## config.mk

```make
export PLATFORM = sky130hd
export DESIGN_NAME = deq_ctrl
export DESIGN_NICKNAME = d
export VERILOG_FILES = /design/src/hw/rtl/assert_macros.svh /design/src/hw/rtl/deq_pkg.sv /design/src/hw/rtl/deq_ctrl.sv
export SDC_FILE = /design/constraint.sdc
export NUM_CORES = 1
export LEC_CHECK = 0
export BUFFER_PORTS_ARGS = -buffer_cell sky130_fd_sc_hd__buf_2
export CORE_AREA = 2 2 39 41
export DETAILED_ROUTE_END_ITERATION = 8
export DIE_AREA = 0 0 41 43
export HOLD_SLACK_MARGIN = 0.12
export PLACE_DENSITY = 0.3
export SLEW_MARGIN = 0
export SYNTH_ARGS = -nofsm -noshare
export SYNTH_HDL_FRONTEND = slang
export SYNTH_SLANG_ARGS = --single-unit
```

## constraint.sdc

```tcl
create_clock -name clock -period 1 [get_ports clock]
set_input_delay 0.3 -clock clock [delete_from_list [all_inputs] [get_ports clock]]
set_output_delay 0.3 -clock clock [all_outputs]
set_load 0.005 [all_outputs]
```

## src/hw/rtl/assert_macros.svh

```systemverilog
// Assertion macros for the RTL files that check their own behavior.
`ifndef ASSERT_MACROS_SVH
`define ASSERT_MACROS_SVH

// Property must hold on every rising clock edge outside reset.
`define DEQ_ASSERT(label, prop, msg) \
   label: assert property (@(posedge clock) disable iff (reset) (prop)) else $error(msg);

// Consequent must hold in the cycle after the antecedent.
`define DEQ_ASSERT_NEXT(label, ante, cons, msg) \
   label: assert property (@(posedge clock) disable iff (reset) (ante) |=> (cons)) \
      else $error(msg);

`endif

```

## src/hw/rtl/deq_pkg.sv

```systemverilog
// Package: widths, codes, state and struct types of the double-ended queue engine.
package deq_pkg;

   localparam int DEPTH_DEFAULT = 1024;
   localparam int ACTION_W      = 3;
   localparam int WORD_W        = 32;
   localparam int KIND_W        = 2;
   localparam int FILL_W        = 11;

   typedef enum logic [ACTION_W-1:0] {
      ACT_PUSH_BACK  = 3'd0,
      ACT_PUSH_FRONT = 3'd1,
      ACT_SIZE       = 3'd2,
      ACT_POP_FRONT  = 3'd3,
      ACT_POP_BACK   = 3'd4,
      ACT_PEEK_FRONT = 3'd5,
      ACT_PEEK_BACK  = 3'd6,
      ACT_CLEAR      = 3'd7
   } action_type;

   typedef enum logic [KIND_W-1:0] {
      KIND_OK    = 2'd0,
      KIND_WORD  = 2'd1,
      KIND_EMPTY = 2'd2,
      KIND_FULL  = 2'd3
   } kind_type;

   typedef enum logic {
      ST_IDLE = 1'b0,
      ST_READ = 1'b1
   } state_type;

   // controller -> datapath
   typedef struct packed {
      logic accept;
      logic load_read;
   } ctrl_cmd_type;

   // datapath -> controller
   typedef struct packed {
      logic read_hit;
   } dp_status_type;

endpackage

```

## src/hw/rtl/deq_ctrl.sv

```systemverilog
// Controller: handshake state machine sequencing accepts and store reads.
module deq_ctrl (
   input  logic                   clock,
   input  logic                   reset,
   input  logic                   req_valid,
   output logic                   req_ready,
   output logic                   rsp_valid,
   input  logic                   rsp_ready,
   input  deq_pkg::dp_status_type stat,
   output deq_pkg::ctrl_cmd_type  cmd
);

   deq_pkg::state_type state_ff, state_in;
   logic               out_valid_ff, out_valid_in;

   always_ff @(posedge clock) begin
      if (reset) begin
         state_ff     <= deq_pkg::ST_IDLE;
         out_valid_ff <= 1'b0;
      end else begin
         state_ff     <= state_in;
         out_valid_ff <= out_valid_in;
      end
   end

   always_comb begin
      state_in      = state_ff;
      req_ready     = 1'b0;
      cmd.accept    = 1'b0;
      cmd.load_read = 1'b0;
      unique case (state_ff)
         deq_pkg::ST_IDLE: begin
            // take a request when the response slot is free or draining now
            req_ready  = !out_valid_ff || rsp_ready;
            cmd.accept = req_valid && req_ready;
            if (cmd.accept && stat.read_hit) begin
               state_in = deq_pkg::ST_READ;
            end
         end
         deq_pkg::ST_READ: begin
            cmd.load_read = 1'b1;
            state_in      = deq_pkg::ST_IDLE;
         end
         default: begin
            state_in = deq_pkg::ST_IDLE;
         end
      endcase

      priority if ((cmd.accept && !stat.read_hit) || cmd.load_read) begin
         out_valid_in = 1'b1;
      end else if (rsp_ready) begin
         out_valid_in = 1'b0;
      end else begin
         out_valid_in = out_valid_ff;
      end
   end

   assign rsp_valid = out_valid_ff;

endmodule

```

# Word level (Yosys, flattened, before mapping)
# Cells that the tools add are included.
[word_totals] reg_bits=2 input_bits=5 out_inout_bits=4
[classes] mux=7 bitwise_logic=1 reduce_logical=8
[ops] op="1-bit two-way mux" n=6
[ops] op="1-bit logical AND" n=3
[ops] op="1-bit zero test" n=2
[ops] op="1-bit logical OR" n=2
[ops] op="1-bit case mux with 2 select lines" n=1
[ops] op="2-bit nonzero test" n=1
[ops] op="1-bit inverter" n=1

# Longest topological paths before layout
[depth] ltp_word=7 mapped_depth=2

# Worst setup path before layout
# No wires, ideal clock.
[synth_path] path_type="register to output" start="register out_valid_ff, in the netlist rsp_valid" end="output cmd[1] (netlist name)" arrival_ns=0.606 required_ns=0.700 setup_slack_ns=0.094 stages_incl_launch_ff=3 path_buffers=0 path_cell_list="dfxtp_1 > nand2b_4 > and3_1"
[synth_rtl] item="start: declaration" line="deq_ctrl.sv:14" rtl="logic out_valid_ff, out_valid_in;"
[synth_rtl] item="start signal: assignment" line="deq_ctrl.sv:22" rtl="out_valid_ff <= out_valid_in;"
[synth_rtl] item="end: declaration" line="deq_ctrl.sv:10" rtl="output deq_pkg::ctrl_cmd_type cmd"

==> metrics <==
status finished with violations; violated checks negative setup slack; first-pass GRT wire length 510 um; Distinct cells, synth 10; Die ar. 0.001763 sq mm; critical path type reg -> out; ys flop type dfxtp_1; Worst setup SP type flip-flop; mapped cell area ~110 sq um; post-synth top area share between 30% and 40%; WHS Endpoint rsp_valid; Final #Nets 31; DR vias/cell roughly 3.0; FF+latch count, synth 2; Buffers on Ports 8; Pre-antenna DRT Iters 2; post-synthesis cell count 11; share of flip-flops with an asynchronous set or reset 0%; hold crit path type in -> reg; net count after synthesis 16; CTS tree yes; clock latency on the worst-skew pair 220 ps; DRT Wirelength around 300 um; Arrival @ worst endpoint just under 900 ps; CP Data Required Time approximately 700 ps; fraction of layout instances using a drive strength above 1 between 70% and 80%; Area contributors post-synth dfxtp_1 (38%), nand2b_4 (13%), and4_1 (8.3%); Min-Delay Path Depth 2; Lkg Pwr roughly 0.10 nW; Critical R2R Launch rsp_valid; CP Max Fanout 3; clk root buf clkbuf_4; initial antenna violation count 0; Die Wd about 41 um; grt ovf 0; Worst Skew 0.2419 ps; Avg Cell Area, Syn 9.555 sq um; total number of vias 118; largest net degree at the start of global routing 5; Area Overhead vs Synth 111.9%; vias in the first global route roughly 120; Post-CTS Hold Fix Bufs 0; RePlAce Congestion roughly 0.58; n_diodes 0; most common cell in the synthesized netlist dfxtp_1; # rows 14; chip height ~43 um; # fillers ~150; Worst setup EP type primary output; Place WS -136.5 ps; CTS HTree Levels 1; IO Count 9; Inserted Clock Buffers 3; Fmax ~0.86 GHz; relative slew slack between 90% and 100%; endpoints failing setup 3; multi-input logic area between 50 and 60 sq um; sequential share of the synthesized area between 30% and 40%; max_cap viols 0; RSZ-0062 raised after global routing true; pins over their slew limit 0; gr usage total 5.205%; Routed Antenna Nets 0; Fin. Hold Viols 0; initial core utilization between 7 and 8%; Ys Warns 0; r2r endpoint state_ff; CTS Buffer Depth 2; reg2reg path depth 3; Post-synth EDFFs 0; Sequential Area between 40 and 50 sq um; final hold slack 247.1 ps; post-synth top area cell dfxtp_1; worst vdd ir roughly 0.00026 V; period utilization 116.9%; Worst-path clk slew 30 ps; Core ar. between 0.001 and 0.0015 sq mm; Pwr Density 1464 mW/mm^2; Clock Sinks 2; Starting DRT DRC Count 7; hold wc startpoint reset; drt wl/cell 7.375 um; Slew @ Worst Pin roughly 130 ps; flop2flop setup slack ~190 ps; Period minus WS final between 1000 and 1500 ps; final worst slack -169.0 ps; DRC Markers 0
-- stage by stage --
stage / TNS (ps) / util (%) / instance area, sq um / cells / total power, mW
after global placement: -213.8 / 12.48 / 172.7 / 36 / 0.1334
after detailed placement: -236.6 / 12.48 / 172.7 / 36 / 0.1350
after CTS: -469.0 / 15.55 / 215.2 / 39 / 0.3376
after global routing: -508.3 / 16.09 / 222.7 / 40 / 0.3545
final: -402.9 / 16.09 / 222.7 / 40 / 0.3260
after floorplan: 0 / - / 105.1 / 11 / 0.1088
-- placed cells by master, fill, tap and decap left out --
cell type / synthesis / final
a31oi_1: 1 / 1
and2_1: 1 / 1
and3_4: 0 / 1
and4_1: 1 / 1
buf_2: 0 / 6
buf_4: 1 / 3
buf_6: 0 / 2
clkbuf_4: 0 / 3
dfxtp_2: 0 / 2
inv_2: 0 / 1
nand2b_1: 1 / 1
nand2b_4: 1 / 1
nor2b_1: 1 / 1
-- cell type report --
class,instances,share of cell area (%)
repair buffers,11,33.71
multi-input cells,7,26.40
flip-flops and latches,2,19.10
clock buffers,3,10.11
well taps,16,8.989
inverters,1,1.685
-- cell families (layout without fill, tap and decap cells) --
family / Yosys count / after routing / share of synthesized area, %
AO/OA/AOI/OAI: 1 / 1 / 5.956
AND/OR/NAND/NOR: 6 / 6 / 45.25
flip-flops: 2 / 2 / 38.10
buffers and inverters: 2 / 15 / 10.71
-- registers in the layout, indices dropped and copies added (netlist names) --
signal / flops
rsp_valid: 1
state_ff: 1
-- layer usage --
metal,share of wire [%],global-route usage (%),vias up
li1,-,-,64
met1,54,5.414,43
met2,25,4.063,9
met3,19,6.806,2
met4,2.0,6.000,0
met5,0,0,-
-- repair_timing --
item                       4_1_cts  5_1_grt
pin swaps                        2        1
buffers inserted                 0        1
setup endpoints to repair        3        3
cloned                           0        0
gates resized for setup          6        0
hold endpoints to repair         0        0
-- worst max path at each step --
stage | start | endpoint | slack (ps) | depth (start not counted)
floorplan | rsp_valid | cmd[1] | 90 | 2
global placement | rsp_ready | cmd[1] | -120 | 4
detailed placement | rsp_ready | cmd[1] | -140 | 4
CTS | rsp_valid | cmd[1] | -200 | 3
global route | rsp_valid | cmd[1] | -210 | 3
finish | rsp_valid | cmd[1] | -170 | 3
-- report_power, final --
group	switching (mW)	internal [mW]	total [mW]
Sequential	0.00393	0.0861	0.0900
Combinational	0.0186	0.0398	0.0585
Clock	0.0451	0.132	0.177
Total	0.0677	0.258	0.326
-- worst max-delay path, cell delays in order (launching register included) --
cell,delay (ps)
dfxtp_2,340
nand2b_4,60
and3_4,150
buf_6,110
Power figures use the tool's default switching activity.
